==> src/rtl/ffha_pkg.sv <==
package ffha_pkg;

    localparam int unsigned HEADER_BYTES = 16;
    localparam logic [24:0] HEAP_LIMIT   = 25'd16777216;

    localparam logic [1:0] REG_HEAP_BASE  = 2'd0;
    localparam logic [1:0] REG_HEAP_BYTES = 2'd1;

    localparam logic [1:0] ST_DONE    = 2'd0;
    localparam logic [1:0] ST_NO_FIT  = 2'd1;
    localparam logic [1:0] ST_BAD_REL = 2'd2;

    localparam logic FUNC_ALLOC   = 1'b0;
    localparam logic FUNC_RELEASE = 1'b1;

    typedef struct packed {
        logic        func;
        logic [24:0] request_size;
        logic [31:0] release_address;
    } t_in;

    typedef struct packed {
        logic [31:0] block_address;
        logic [1:0]  status;
    } t_out;

    typedef struct packed {
        logic [23:0] offset;
        logic [24:0] payload;
        logic        used;
    } t_seg;

    localparam int unsigned SEG_BITS = $bits(t_seg);

    // Datapath operations issued by the controller.
    localparam logic [4:0] OP_NOP         = 5'd0;
    localparam logic [4:0] OP_INIT        = 5'd1;
    localparam logic [4:0] OP_LOAD        = 5'd2;
    localparam logic [4:0] OP_RD_IDX      = 5'd3;
    localparam logic [4:0] OP_FIT         = 5'd4;
    localparam logic [4:0] OP_NEXT        = 5'd5;
    localparam logic [4:0] OP_FAIL        = 5'd6;
    localparam logic [4:0] OP_ALLOC_WHOLE = 5'd7;
    localparam logic [4:0] OP_SH_RD       = 5'd8;
    localparam logic [4:0] OP_SH_WR       = 5'd9;
    localparam logic [4:0] OP_SPLIT_HI    = 5'd10;
    localparam logic [4:0] OP_SPLIT_LO    = 5'd11;
    localparam logic [4:0] OP_REL_HIT     = 5'd12;
    localparam logic [4:0] OP_RD_PREV     = 5'd13;
    localparam logic [4:0] OP_MERGE_PREV  = 5'd14;
    localparam logic [4:0] OP_RD_SUCC     = 5'd15;
    localparam logic [4:0] OP_MERGE_SUCC  = 5'd16;
    localparam logic [4:0] OP_RM_RD       = 5'd17;
    localparam logic [4:0] OP_RM_WR       = 5'd18;
    localparam logic [4:0] OP_RM_END      = 5'd19;
    localparam logic [4:0] OP_REL_DONE    = 5'd20;

    typedef struct packed {
        logic [4:0] op;
    } t_cmd;

    typedef struct packed {
        logic in_func;
        logic idx_end;
        logic idx_zero;
        logic fit;
        logic split;
        logic match;
        logic rd_free;
        logic succ_avail;
        logic rm_more;
        logic k_above;
        logic out_free;
    } t_stat;

endpackage

==> src/rtl/ffha_ram.sv <==
module ffha_ram #(
    parameter int WIDTH = 8,
    parameter int DEPTH = 16
) (
    input  logic                     i_clk,
    input  logic                     i_we,
    input  logic [$clog2(DEPTH)-1:0] i_waddr,
    input  logic [WIDTH-1:0]         i_wdata,
    input  logic [$clog2(DEPTH)-1:0] i_raddr,
    output logic [WIDTH-1:0]         o_rdata
);
    logic [WIDTH-1:0] r_mem [DEPTH];
    logic [WIDTH-1:0] r_rdata;

    always_ff @(posedge i_clk) begin
        if (i_we) begin
            r_mem[i_waddr] <= i_wdata;
        end
        r_rdata <= r_mem[i_raddr];
    end

    assign o_rdata = r_rdata;
endmodule

==> src/rtl/ffha_ctrl.sv <==
module ffha_ctrl (
    input  logic           i_clk,
    input  logic           i_rst_n,
    input  logic           i_in_valid,
    output logic           o_in_ready,
    input  logic           i_cfg_valid,
    output logic           o_cfg_ready,
    input  logic           i_reinit,
    input  ffha_pkg::t_stat i_stat,
    output ffha_pkg::t_cmd  o_cmd
);
    localparam logic [4:0] S_INIT     = 5'd0;
    localparam logic [4:0] S_IDLE     = 5'd1;
    localparam logic [4:0] S_A_RD     = 5'd2;
    localparam logic [4:0] S_A_CHK    = 5'd3;
    localparam logic [4:0] S_A_WHOLE  = 5'd4;
    localparam logic [4:0] S_SH_RD    = 5'd5;
    localparam logic [4:0] S_SH_WR    = 5'd6;
    localparam logic [4:0] S_SPL_LO   = 5'd7;
    localparam logic [4:0] S_FAIL     = 5'd8;
    localparam logic [4:0] S_R_RD     = 5'd9;
    localparam logic [4:0] S_R_CHK    = 5'd10;
    localparam logic [4:0] S_PRD      = 5'd11;
    localparam logic [4:0] S_PCHK     = 5'd12;
    localparam logic [4:0] S_SUCC_RD  = 5'd13;
    localparam logic [4:0] S_SCHK     = 5'd14;
    localparam logic [4:0] S_RM_RD    = 5'd15;
    localparam logic [4:0] S_RM_WR    = 5'd16;
    localparam logic [4:0] S_REL_DONE = 5'd17;

    logic [4:0] r_state, n_state;
    // Set while a removal belongs to the predecessor merge.
    logic       r_after_prev, n_after_prev;

    assign o_cfg_ready = (r_state == S_IDLE);
    assign o_in_ready  = (r_state == S_IDLE) && !i_cfg_valid;

    always_ff @(posedge i_clk) begin
        if (!i_rst_n) begin
            r_state      <= S_INIT;
            r_after_prev <= 1'b0;
        end else begin
            r_state      <= n_state;
            r_after_prev <= n_after_prev;
        end
    end

    always_comb begin
        n_state      = r_state;
        n_after_prev = r_after_prev;
        o_cmd.op     = ffha_pkg::OP_NOP;
        unique case (r_state)
            S_INIT: begin
                o_cmd.op = ffha_pkg::OP_INIT;
                n_state  = S_IDLE;
            end
            S_IDLE: begin
                if (i_reinit) begin
                    n_state = S_INIT;
                end else if (i_in_valid && o_in_ready) begin
                    o_cmd.op = ffha_pkg::OP_LOAD;
                    n_state  = S_A_RD;
                    if (i_stat.in_func == ffha_pkg::FUNC_RELEASE) begin
                        n_state = S_R_RD;
                    end
                end
            end
            S_A_RD: begin
                if (i_stat.idx_end) begin
                    n_state = S_FAIL;
                end else begin
                    o_cmd.op = ffha_pkg::OP_RD_IDX;
                    n_state  = S_A_CHK;
                end
            end
            S_A_CHK: begin
                if (i_stat.fit) begin
                    o_cmd.op = ffha_pkg::OP_FIT;
                    n_state  = i_stat.split ? S_SH_RD : S_A_WHOLE;
                end else begin
                    o_cmd.op = ffha_pkg::OP_NEXT;
                    n_state  = S_A_RD;
                end
            end
            S_A_WHOLE: begin
                if (i_stat.out_free) begin
                    o_cmd.op = ffha_pkg::OP_ALLOC_WHOLE;
                    n_state  = S_IDLE;
                end
            end
            S_SH_RD: begin
                if (i_stat.k_above) begin
                    o_cmd.op = ffha_pkg::OP_SH_RD;
                    n_state  = S_SH_WR;
                end else begin
                    o_cmd.op = ffha_pkg::OP_SPLIT_HI;
                    n_state  = S_SPL_LO;
                end
            end
            S_SH_WR: begin
                o_cmd.op = ffha_pkg::OP_SH_WR;
                n_state  = S_SH_RD;
            end
            S_SPL_LO: begin
                if (i_stat.out_free) begin
                    o_cmd.op = ffha_pkg::OP_SPLIT_LO;
                    n_state  = S_IDLE;
                end
            end
            S_FAIL: begin
                if (i_stat.out_free) begin
                    o_cmd.op = ffha_pkg::OP_FAIL;
                    n_state  = S_IDLE;
                end
            end
            S_R_RD: begin
                if (i_stat.idx_end) begin
                    n_state = S_FAIL;
                end else begin
                    o_cmd.op = ffha_pkg::OP_RD_IDX;
                    n_state  = S_R_CHK;
                end
            end
            S_R_CHK: begin
                if (i_stat.match) begin
                    o_cmd.op = ffha_pkg::OP_REL_HIT;
                    n_state  = i_stat.idx_zero ? S_SUCC_RD : S_PRD;
                end else begin
                    o_cmd.op = ffha_pkg::OP_NEXT;
                    n_state  = S_R_RD;
                end
            end
            S_PRD: begin
                o_cmd.op = ffha_pkg::OP_RD_PREV;
                n_state  = S_PCHK;
            end
            S_PCHK: begin
                if (i_stat.rd_free) begin
                    o_cmd.op     = ffha_pkg::OP_MERGE_PREV;
                    n_after_prev = 1'b1;
                    n_state      = S_RM_RD;
                end else begin
                    n_state = S_SUCC_RD;
                end
            end
            S_SUCC_RD: begin
                if (i_stat.succ_avail) begin
                    o_cmd.op = ffha_pkg::OP_RD_SUCC;
                    n_state  = S_SCHK;
                end else begin
                    n_state = S_REL_DONE;
                end
            end
            S_SCHK: begin
                if (i_stat.rd_free) begin
                    o_cmd.op     = ffha_pkg::OP_MERGE_SUCC;
                    n_after_prev = 1'b0;
                    n_state      = S_RM_RD;
                end else begin
                    n_state = S_REL_DONE;
                end
            end
            S_RM_RD: begin
                if (i_stat.rm_more) begin
                    o_cmd.op = ffha_pkg::OP_RM_RD;
                    n_state  = S_RM_WR;
                end else begin
                    o_cmd.op = ffha_pkg::OP_RM_END;
                    n_state  = r_after_prev ? S_SUCC_RD : S_REL_DONE;
                end
            end
            S_RM_WR: begin
                o_cmd.op = ffha_pkg::OP_RM_WR;
                n_state  = S_RM_RD;
            end
            S_REL_DONE: begin
                if (i_stat.out_free) begin
                    o_cmd.op = ffha_pkg::OP_REL_DONE;
                    n_state  = S_IDLE;
                end
            end
            default: begin
                n_state = S_INIT;
            end
        endcase
    end
endmodule

==> src/rtl/ffha_dp.sv <==
module ffha_dp #(
    parameter int MAX_SEGMENTS = 64
) (
    input  logic            i_clk,
    input  logic            i_rst_n,
    input  ffha_pkg::t_cmd  i_cmd,
    output ffha_pkg::t_stat o_stat,
    input  ffha_pkg::t_in   i_in,
    input  logic            i_cfg_we,
    input  logic [1:0]      i_cfg_index,
    input  logic [31:0]     i_cfg_data,
    output logic            o_out_valid,
    input  logic            i_out_ready,
    output ffha_pkg::t_out  o_out
);
    localparam int IW = $clog2(MAX_SEGMENTS);
    localparam int CW = $clog2(MAX_SEGMENTS + 1);
    localparam logic [CW-1:0] MAX_CNT = CW'(MAX_SEGMENTS);
    localparam logic [24:0] HDR25 = 25'(ffha_pkg::HEADER_BYTES);

    logic [31:0]    r_base;
    logic [24:0]    r_bytes;
    logic [CW-1:0]  r_count;
    logic [CW-1:0]  r_idx;
    logic [CW-1:0]  r_k;
    ffha_pkg::t_in  r_req;
    ffha_pkg::t_seg r_ent;
    logic           r_out_valid;
    ffha_pkg::t_out r_out;

    ffha_pkg::t_seg rd;
    logic [ffha_pkg::SEG_BITS-1:0] ram_rdata;
    logic           we;
    logic [IW-1:0]  waddr;
    logic [IW-1:0]  raddr;
    ffha_pkg::t_seg wdata;
    logic [24:0]    cfg_bytes;
    logic [25:0]    need;
    logic [31:0]    seg_addr;
    logic [31:0]    ent_addr;
    logic [25:0]    hi_off;
    logic [CW-1:0]  idx_p1;
    logic [CW-1:0]  idx_m1;
    logic [CW-1:0]  k_m1;
    logic [CW-1:0]  k_p1;
    logic           out_load;

    assign rd       = ffha_pkg::t_seg'(ram_rdata);
    assign idx_p1   = r_idx + CW'(1);
    assign idx_m1   = r_idx - CW'(1);
    assign k_m1     = r_k - CW'(1);
    assign k_p1     = r_k + CW'(1);
    assign need     = {1'b0, r_req.request_size} + 26'(ffha_pkg::HEADER_BYTES + 1);
    assign seg_addr = r_base + {8'd0, rd.offset} + 32'(ffha_pkg::HEADER_BYTES);
    assign ent_addr = r_base + {8'd0, r_ent.offset} + 32'(ffha_pkg::HEADER_BYTES);
    assign hi_off   = {2'b00, r_ent.offset} + 26'(ffha_pkg::HEADER_BYTES)
                    + {1'b0, r_req.request_size};
    assign cfg_bytes = (i_cfg_data[24:0] > ffha_pkg::HEAP_LIMIT) ?
                       ffha_pkg::HEAP_LIMIT : i_cfg_data[24:0];
    assign out_load = (i_cmd.op == ffha_pkg::OP_FAIL) ||
                      (i_cmd.op == ffha_pkg::OP_ALLOC_WHOLE) ||
                      (i_cmd.op == ffha_pkg::OP_SPLIT_LO) ||
                      (i_cmd.op == ffha_pkg::OP_REL_DONE);

    always_comb begin
        o_stat.in_func    = i_in.func;
        o_stat.idx_end    = (r_idx >= r_count);
        o_stat.idx_zero   = (r_idx == '0);
        o_stat.fit        = !rd.used && (rd.payload > r_req.request_size);
        o_stat.split      = ({1'b0, rd.payload} >= need) && (r_count < MAX_CNT);
        o_stat.match      = (seg_addr == r_req.release_address);
        o_stat.rd_free    = !rd.used;
        o_stat.succ_avail = (idx_p1 < r_count);
        o_stat.rm_more    = (k_p1 < r_count);
        o_stat.k_above    = (r_k > idx_p1);
        o_stat.out_free   = !r_out_valid || i_out_ready;
    end

    // Table port selection.
    always_comb begin
        we    = 1'b0;
        waddr = r_idx[IW-1:0];
        wdata = r_ent;
        raddr = r_idx[IW-1:0];
        unique case (i_cmd.op)
            ffha_pkg::OP_INIT: begin
                we    = 1'b1;
                waddr = '0;
                wdata = '{offset: 24'd0, payload: r_bytes - HDR25, used: 1'b0};
            end
            ffha_pkg::OP_ALLOC_WHOLE: begin
                we         = 1'b1;
                wdata      = r_ent;
                wdata.used = 1'b1;
            end
            ffha_pkg::OP_SH_RD: raddr = k_m1[IW-1:0];
            ffha_pkg::OP_SH_WR: begin
                we    = 1'b1;
                waddr = r_k[IW-1:0];
                wdata = rd;
            end
            ffha_pkg::OP_SPLIT_HI: begin
                we    = 1'b1;
                waddr = idx_p1[IW-1:0];
                wdata = '{offset: hi_off[23:0],
                          payload: r_ent.payload - r_req.request_size - HDR25,
                          used: 1'b0};
            end
            ffha_pkg::OP_SPLIT_LO: begin
                we    = 1'b1;
                wdata = '{offset: r_ent.offset, payload: r_req.request_size, used: 1'b1};
            end
            ffha_pkg::OP_RD_PREV: raddr = idx_m1[IW-1:0];
            ffha_pkg::OP_RD_SUCC: raddr = idx_p1[IW-1:0];
            ffha_pkg::OP_RM_RD:   raddr = k_p1[IW-1:0];
            ffha_pkg::OP_RM_WR: begin
                we    = 1'b1;
                waddr = r_k[IW-1:0];
                wdata = rd;
            end
            ffha_pkg::OP_REL_DONE: begin
                we    = 1'b1;
                wdata = r_ent;
            end
            default: begin
            end
        endcase
    end

    ffha_ram #(
        .WIDTH (ffha_pkg::SEG_BITS),
        .DEPTH (MAX_SEGMENTS)
    ) u_table (
        .i_clk   (i_clk),
        .i_we    (we),
        .i_waddr (waddr),
        .i_wdata (wdata),
        .i_raddr (raddr),
        .o_rdata (ram_rdata)
    );

    always_ff @(posedge i_clk) begin
        if (!i_rst_n) begin
            r_base      <= '0;
            r_bytes     <= ffha_pkg::HEAP_LIMIT;
            r_count     <= '0;
            r_idx       <= '0;
            r_k         <= '0;
            r_out_valid <= 1'b0;
        end else begin
            if (i_cfg_we && i_cfg_index == ffha_pkg::REG_HEAP_BASE) begin
                r_base <= i_cfg_data;
            end
            if (i_cfg_we && i_cfg_index == ffha_pkg::REG_HEAP_BYTES) begin
                r_bytes <= cfg_bytes;
            end
            if (out_load) begin
                r_out_valid <= 1'b1;
            end else if (i_out_ready) begin
                r_out_valid <= 1'b0;
            end
            unique case (i_cmd.op)
                ffha_pkg::OP_INIT: begin
                    r_count <= (r_bytes < HDR25) ? CW'(0) : CW'(1);
                end
                ffha_pkg::OP_LOAD:       r_idx <= '0;
                ffha_pkg::OP_NEXT:       r_idx <= idx_p1;
                ffha_pkg::OP_FIT:        r_k   <= r_count;
                ffha_pkg::OP_SPLIT_LO:   r_count <= r_count + CW'(1);
                ffha_pkg::OP_SH_WR:      r_k <= k_m1;
                ffha_pkg::OP_MERGE_PREV: begin
                    r_idx <= idx_m1;
                    r_k   <= r_idx;
                end
                ffha_pkg::OP_MERGE_SUCC: r_k <= idx_p1;
                ffha_pkg::OP_RM_WR:      r_k <= k_p1;
                ffha_pkg::OP_RM_END:     r_count <= r_count - CW'(1);
                default: begin
                end
            endcase
        end
    end

    // Payload registers.
    always_ff @(posedge i_clk) begin
        unique case (i_cmd.op)
            ffha_pkg::OP_LOAD: r_req <= i_in;
            ffha_pkg::OP_FIT:  r_ent <= rd;
            ffha_pkg::OP_REL_HIT: begin
                r_ent <= '{offset: rd.offset, payload: rd.payload, used: 1'b0};
            end
            ffha_pkg::OP_MERGE_PREV: begin
                r_ent <= '{offset: rd.offset,
                           payload: rd.payload + r_ent.payload + HDR25, used: 1'b0};
            end
            ffha_pkg::OP_MERGE_SUCC: begin
                r_ent.payload <= r_ent.payload + rd.payload + HDR25;
            end
            ffha_pkg::OP_FAIL: begin
                r_out.block_address <= '0;
                r_out.status <= (r_req.func == ffha_pkg::FUNC_RELEASE) ?
                                ffha_pkg::ST_BAD_REL : ffha_pkg::ST_NO_FIT;
            end
            ffha_pkg::OP_ALLOC_WHOLE, ffha_pkg::OP_SPLIT_LO: begin
                r_out.block_address <= ent_addr;
                r_out.status        <= ffha_pkg::ST_DONE;
            end
            ffha_pkg::OP_REL_DONE: begin
                r_out.block_address <= '0;
                r_out.status        <= ffha_pkg::ST_DONE;
            end
            default: begin
            end
        endcase
    end

    assign o_out_valid = r_out_valid;
    assign o_out       = r_out;
endmodule

==> src/rtl/first_fit_heap_allocator.sv <==
// Channel   Direction  Handshake                 Payload
// request   in         i_in_valid / o_in_ready   i_in  (ffha_pkg::t_in)
// result    out        o_out_valid / i_out_ready o_out (ffha_pkg::t_out)
// config    in         i_cfg_valid / o_cfg_ready i_cfg_index, i_cfg_data
//
// An item's time grows with each table entry scanned, and with each entry moved when a
// split opens a slot or a merge closes one; an allocate and a release add their own
// steps, and the table RAM with its registered read sets the pace.
// After reset, and after each heap_bytes write, the S_INIT state rebuilds the table.
// A waiting result holds in the output register; the next request is taken meanwhile
// and stalls only when its own result is ready while the earlier one still waits.
module first_fit_heap_allocator #(
    parameter int MAX_SEGMENTS = 64
) (
    input  logic           i_clk,
    input  logic           i_rst_n,
    input  logic           i_in_valid,
    output logic           o_in_ready,
    input  ffha_pkg::t_in  i_in,
    output logic           o_out_valid,
    input  logic           i_out_ready,
    output ffha_pkg::t_out o_out,
    input  logic           i_cfg_valid,
    output logic           o_cfg_ready,
    input  logic [1:0]     i_cfg_index,
    input  logic [31:0]    i_cfg_data
);
    ffha_pkg::t_cmd  cmd;
    ffha_pkg::t_stat stat;
    logic            cfg_we;

    assign cfg_we = i_cfg_valid && o_cfg_ready;

    ffha_ctrl u_ctrl (
        .i_clk       (i_clk),
        .i_rst_n     (i_rst_n),
        .i_in_valid  (i_in_valid),
        .o_in_ready  (o_in_ready),
        .i_cfg_valid (i_cfg_valid),
        .o_cfg_ready (o_cfg_ready),
        .i_reinit    (cfg_we && i_cfg_index == ffha_pkg::REG_HEAP_BYTES),
        .i_stat      (stat),
        .o_cmd       (cmd)
    );

    ffha_dp #(
        .MAX_SEGMENTS (MAX_SEGMENTS)
    ) u_dp (
        .i_clk       (i_clk),
        .i_rst_n     (i_rst_n),
        .i_cmd       (cmd),
        .o_stat      (stat),
        .i_in        (i_in),
        .i_cfg_we    (cfg_we),
        .i_cfg_index (i_cfg_index),
        .i_cfg_data  (i_cfg_data),
        .o_out_valid (o_out_valid),
        .i_out_ready (i_out_ready),
        .o_out       (o_out)
    );
endmodule

==> config.mk <==
export PLATFORM = sky130hd
export DESIGN_NAME = first_fit_heap_allocator
export DESIGN_NICKNAME = d
export VERILOG_FILES = /design/src/rtl/ffha_pkg.sv /design/src/rtl/ffha_ram.sv /design/src/rtl/ffha_ctrl.sv /design/src/rtl/ffha_dp.sv /design/src/rtl/first_fit_heap_allocator.sv
export SDC_FILE = /design/constraint.sdc
export NUM_CORES = 2
export LEC_CHECK = 0
export BUFFER_PORTS_ARGS = -buffer_cell sky130_fd_sc_hd__clkbuf_2
export CORE_UTILIZATION = 48
export CTS_CLUSTER_DIAMETER = 120
export DETAILED_ROUTE_END_ITERATION = 12
export GPL_ROUTABILITY_DRIVEN = 0
export PLACE_DENSITY = 0.61
export SETUP_SLACK_MARGIN = 0.05
export SLEW_MARGIN = 30
export SYNTH_ARGS = -nofsm -noshare
export SYNTH_HDL_FRONTEND = slang
export SYNTH_SLANG_ARGS = --single-unit
==> constraint.sdc <==
create_clock -name i_clk -period 25.1 [get_ports i_clk]
set_clock_uncertainty 0.05 [all_clocks]
set_input_delay 3.765 -clock i_clk [delete_from_list [all_inputs] [get_ports i_clk]]
set_output_delay 3.765 -clock i_clk [all_outputs]
set_load 0.005 [all_outputs]
# Word level (Yosys, flattened, before mapping)
# Memories as Yosys holds them, arrays and structs flattened. A register that Yosys moved wholly into a read port is not among the register bits.
# Cells that the tools add are included.
# word_totals
ff_bits,227
ram_bits,3200
out_inout_bits,37
elab_cells,174
mem_count,1
# memory_table
memory,words,width,read_ports,rd_ports_with_merged_regs,write_ports,line_no,rtl
u_dp.u_table.r_mem,64,50,1,1,1,ffha_ram.sv:12,logic [WIDTH-1:0] r_mem [DEPTH];
# op_classes
n_addsub,18
order_cmp,9
eq_ne,42
mux,52
reduce_logical,36
# op_table
op,n
$pmux W50 S5,1
$pmux W34 S3,1
$pmux W5 S17,1
$eq A5 B4 Y1 const B,16
$pmux W5 S15,1
$add A32 B24 Y32,2
$add A32 B5 Y32 const B,2
$mux W5,12
$pmux W25 S2,1
$sub A25 B5 Y25 const B,2
$pmux W7 S3,2
$eq A5 B3 Y1 const B,8
$eq A5 B5 Y1 const B,7
$pmux W7 S5,1
$eq A32 B32 Y1,1
$add A25 B5 Y26 const B,1
$ge A25 B26 Y1,1
$add A25 B25 Y25,1
$add A25 B5 Y25 const B,1
$gt A25 B25 Y1,1
$gt A25 B25 Y1 const B,1
$lt A25 B5 Y1 const B,1
$mux W25,1
$sub A25 B25 Y25,1
other kinds (36),90

# Depth between registers and ports, before layout
# logic_depth
depth_word,11
depth_mapped,26

# By module
# Synthesis repeated with hierarchy kept, for this count alone.
# hier_totals
cells_unflattened,8041
hier_area_um2,144727.6
# by_module_without_submodules
mod,n_inst,cells_per_inst,area_per_inst_um2
ffha_ram,1,5457,122950.4
ffha_dp,1,2444,20838.7
ffha_ctrl,1,138,922.1
first_fit_heap_allocator,1,2,16.3

# Least setup slack after synthesis
# OpenSTA, ideal clock, no wires.
# synth_timing
kind,input -> register
start,in i_cfg_valid
end,"reg u_dp.u_table.r_rdata[48], in the netlist u_dp.u_table.o_rdata[48], read port of u_dp.u_table.r_mem"
setup_ns,0.134
arrival_ns,9.061
t_required_ns,24.916
slack_ns,15.855
path_stages,17
n_path_buf,5
cell_sequence,nor3b_2 -> or2_4 -> nor4_2 -> nand3b_2 -> nor4_4 -> a211o_1 -> buf_6 -> o221a_2 -> buf_6 -> buf_4 -> buf_4 -> clkbuf_1 -> nand2_1 -> nand3_1 -> a32oi_1 -> a31oi_1 -> or4_1
# synth_between
elab_chain_cells,8
# synth_lines
item,line_no,rtl
start: declaration,first_fit_heap_allocator.sv:23,"input logic i_cfg_valid,"
$logic_not A1 Y1,ffha_ctrl.sv:36,assign o_in_ready = (r_state == S_IDLE) && !i_cfg_valid;
$logic_and A1 B1 Y1,ffha_ctrl.sv:36,
$logic_and A1 B1 Y1,ffha_ctrl.sv:60,end else if (i_in_valid && o_in_ready) begin
$mux W2,ffha_ctrl.sv:60,
$mux W5 *,ffha_ctrl.sv:58,if (i_reinit) begin
$pmux W5 S17 *,ffha_ctrl.sv:52,unique case (r_state)
$eq A5 B5 Y1 / $eq A5 B4 Y1 (equally long branches),ffha_dp.sv:85,unique case (i_cmd.op)
$pmux W6 S4 *,ffha_dp.sv:85,
end: declaration,ffha_ram.sv:13,logic [WIDTH-1:0] r_rdata;
# Every way passes the cells marked *; elsewhere a longest branch is shown, timed or not.
# A chain may end at the register's enable or synchronous reset.

# Worst setup path after layout
# layout_timing
start,in i_out_ready
end,"reg u_dp.u_table.r_rdata[48], in the netlist u_dp.u_table.o_rdata[48], read port of u_dp.u_table.r_mem"
# layout_between
elab_chain_cells,5
# layout_lines
item,line_no,rtl
start: declaration,first_fit_heap_allocator.sv:21,"input logic i_out_ready,"
$logic_or A1 B1 Y1 *,ffha_dp.sv:76,o_stat.out_free = !r_out_valid || i_out_ready;
$mux W4 (tied with other cells),ffha_ctrl.sv:105,if (i_stat.out_free) begin
$pmux W5 S17 *,ffha_ctrl.sv:52,
$eq A5 B5 Y1 / $eq A5 B4 Y1 (equally long branches),ffha_dp.sv:85,
$pmux W6 S4 *,ffha_dp.sv:85,
# Marked as above.

==> flow_metrics.py <==
metrics = {
    "sta": {
        "setup_ws_ns": 13.84,
        "finalCritPeriodShare": 0.4484,
        "relSlewSlack": 0.2630,
        "finalSetupTns_ns": 0,
        "rsz0062_at_grt": "no",
        "hold_slack_ns": 0.4448,
        "finalSetupViolations": 0,
        "min_period_ns": 11.26,
        "tightestPinTransition_ns": 1.100,
        "fmax_ghz": 0.08885,
        "hold_viol": 0,
        "maxSlewViolCount": 0,
    },
    "drt": {
        "vias": 101804,
        "ant_nets": 0,
        "drt_iter0_drc": 14662,
        "drcViolationCount": 0,
        "avgViaCountPerCell": 6.207,
        "first_pass_iters": 7,
        "wl_per_cell_um": 28.01,
        "totalWireLength_mm": 459.4,
    },
    "setup_path": {
        "critPathCaptureType": "flip-flop",
        "max_stage_delay_ns": 0.81,
        "path_cells": "clkbuf_2 -> nor2b_1 -> o22ai_1 -> a22oi_1 -> nor2_1 -> nor4_2 -> nand3b_2 -> nor4_4 -> a211o_1 -> o221a_4 -> buf_4 -> buf_4 -> buf_4 -> buf_4 -> buf_4 -> nand2_1 -> and3_1 -> a31oi_1 -> a32oi_1 -> a31oi_1 -> or4_1",
        "cp_top_family": "buffers and inverters",
        "cp.arrival_ns": 12.12,
        "crit_path_top_delay_cell": "buf_4",
        "cp-start-kind": "input pin",
        "cp.required_ns": 25.96,
        "cp_num_buf_inv": 6,
        "crit_path_frequent_cell": "buf_4",
        "worstSetupPathType": "input pin to flip-flop",
        "worstPathMaxFanout": 79,
    },
    "synthesis": {
        "synth_edf_count": 3342,
        "syn_nets": 12404,
        "ys_async_sr_fraction": 0,
        "syn_area_mm2": 0.1472,
        "synth_cells": 11977,
        "ys_seq_elements": 3477,
        "yosys_warnings": 0,
        "ys.flop_type": "edfxtp_1",
        "yosysSeqAreaShare": 0.7001,
        "avgSynthCellArea_um2": 12.29,
        "ys_types": 94,
    },
    "clock_tree": {
        "root_buffer": "clkbuf_16",
        "cts_tree": "built",
        "clk_path_buf_depth": 4,
        "clock_latency_ns": 0.97,
        "cts_setup_buffers": 0,
        "clock-sinks": 3477,
        "cts_buffers": 355,
        "htreeDepth": 5,
        "hold_buffers": 0,
        "clkSlewWorstSetupHoldPaths_ns": 0.06,
        "cts-resized-gates": 0,
    },
    "cells_and_area": {
        "final_nets": 12446,
        "fin_cells": 16402,
        "area_growth_pct": 11.92,
        "drive_gt1_frac": 0.09017,
        "fillers": 24956,
    },
    "outcome": {
        "status": "finished, final reports clean",
    },
    "floorplanning": {
        "rows": 202,
        "die_h_um": 555.8,
        "die_x_um": 555.8,
        "start_util": 0.4841,
        "die-area_mm2": 0.3089,
        "io_pins": 134,
        "core-area_mm2": 0.3040,
    },
    "power_and_ir_drop": {
        "peakVddDrop_mv": 0.09777,
        "leakage_nw": 57.91,
        "powerDensity_mw_per_mm2": 105.4,
    },
    "global_route": {
        "track_usage": 0.2912,
        "grt_pass1_wl_mm": 659.3,
        "grt_pass1_vias": 95369,
        "antenna_found_initial": 34,
        "grt_max_degree": 160,
        "grt-ovfl-total": 0,
    },
    "place": {
        "dp.cells": 15737,
        "dp_hpwl_mm": 259.7,
        "io_buffers": 133,
        "dp_slack_ns": 12.92,
    },
    "job": {
        "maxCapViolCount": 0,
    },
    "hold_path": {
        "worstHoldPathType": "flip-flop to flip-flop",
    },
}
area by class of cell:
type,count,area (um2),area share
Tap cell,4080,5105,0.03099
Inverter,181,679.4,0.004124
Multi-Input combinational cell,7596,41440,0.2516
Timing Repair Buffer,408,3018,0.01832
Clock inverter,188,1894,0.01150
Antenna cell,12,30.03,0.0001823
Clock buffer,460,9512,0.05774
Sequential cell,3477,103100,0.6256
where the power goes:
group	total (mW)	switching (mW)	internal, mW
registers	7.70	0.246	7.46
logic	4.45	3.32	1.12
clock network	5.21	2.29	2.92
total	17.4	5.86	11.5
through the flow:
stage | power (mW) | instance area (um2) | utilization
after detailed placement | 12.15 | 153200 | 0.5037
final | 17.36 | 164700 | 0.5418
after global placement | 12.04 | 152900 | 0.5028
after global routing | 17.95 | 164700 | 0.5417
after floorplan | 10.40 | 147200 | -
after CTS | 17.30 | 164600 | 0.5412
cell usage in the layout, fill, tap and decap left out, drive strengths merged, types with 30 or more instances in the layout:
cell    count
edfxtp   3342
nand2    3332
nand3    1577
clkbuf    593
a31oi     377
ha        324
buf       275
nor2      275
a21oi     222
inv       194
and3      188
a32oi     178
clkinv    141
dfxtp     135
o21ai     135
xnor2     109
xor2       76
nor3       74
mux2i      61
a22oi      51
or4        49
nor4       44
o21a       41
a21o       38
a222oi     35
or3        34
a211oi     30
nand2b     30
final timing paths:
| kind | slack, ns | endpoint | start | cells past startpoint |
|---|---|---|---|---|
| worst max-delay path | 13.84 | u_dp.u_table.o_rdata[48]$_DFF_P_ | i_out_ready | 21 |
| worst min-delay path | 0.44 | u_dp.r_base[4]$_SDFFE_PN0P_ | u_dp.r_base[4]$_SDFFE_PN0P_ | 2 |
| worst min register to register | 0.44 | u_dp.r_base[4]$_SDFFE_PN0P_ | u_dp.r_base[4]$_SDFFE_PN0P_ | 2 |
| worst max register to register | 14.92 | u_dp.u_table.o_rdata[48]$_DFF_P_ | u_dp.r_idx[0]$_SDFFE_PN0P_ | 23 |
synth_stat cells (10+ instances only):
cell	n	area, um2
o22ai_1	10	62.56
a21boi_0	14	105.1
a221o_1	11	110.1
nor2_1	275	1032
a222oi_1	35	350.3
a21o_1	38	285.3
o211ai_1	20	150.1
mux2i_1	61	610.6
and3_1	188	1176
mux4_2	12	270.3
ha_1	324	4054
buf_2	162	810.8
clkbuf_1	465	1745
o21bai_1	16	120.1
a31oi_1	377	2359
or4_1	49	367.9
nand4_1	21	131.4
nand3_1	1577	7893
xor2_1	76	665.6
nand2b_1	30	187.7
edfxtp_1	3342	100400
nor3_1	72	360.4
o21ai_0	133	665.6
and2_1	12	75.07
o31ai_1	13	97.59
or3_1	34	212.7
buf_1	74	277.8
nand2_1	3330	12500
xnor2_1	109	954.7
inv_1	178	668.1
a211oi_1	30	225.2
a21oi_1	221	1106
a311oi_1	23	201.4
nor4_1	40	250.2
a22oi_1	51	382.9
o21a_1	41	307.8
dfxtp_1	135	2703
buf_4	16	120.1
nor2b_1	24	150.1
a32oi_1	178	1559
kinds of logic after synthesis:
logic type                 Yosys count  synth area share
muxes                               81          0.006596
DFF                               3477            0.7001
and+or+nand+nor                   5701            0.1683
adders and majority gates          330           0.02836
xor gates and xnor gates           185           0.01101
AOI/OAI and AO/OA                 1299           0.06049
buffers and inverters              904           0.02510
sequential cells by signal (all words and copies together), names as in the netlist, 25 cells and up:
register and count:
u_dp.u_table.r_mem 3200, u_dp.r_req 58, u_dp.r_ent 50, u_dp.u_table.o_rdata 50, u_dp.o_out 34, u_dp.r_base 32
u_dp.r_bytes 25
per-layer routing:
| layer | vias to the layer above | GRT usage | part of all wire | wire [um] |
|---|---|---|---|---|
| li1 | 44047 | - | - | - |
| met5 | - | 0 | 0.000089 | 41 |
| met3 | 905 | 0.05250 | 0.11 | 50840 |
| met4 | 6 | 0.09923 | 0.035 | 16040 |
| met1 | 50816 | 0.4138 | 0.40 | 186100 |
| met2 | 6030 | 0.4520 | 0.45 | 206400 |
worst reg2reg max path, cell delays in order, from the launching register on:
cell and delay [ns]:
dfxtp_1 0.61, clkinv_1 0.55, ha_1 0.69, ha_1 0.30, nor2b_1 0.13, o21a_1 0.16
o21ai_1 0.12, a21oi_1 0.14, nor4_2 0.61, nor4_1 0.22, nor4_4 0.38, a211o_1 0.47
o221a_4 0.74, buf_4 0.69, buf_4 0.75, buf_4 0.79, buf_4 0.89, buf_4 0.62
nand2_1 0.10, and3_1 0.17, a31oi_1 0.13, a32oi_1 0.07, a31oi_1 0.52, or4_1 0.23
No activity file was read; power rests on OpenSTA's default activity.
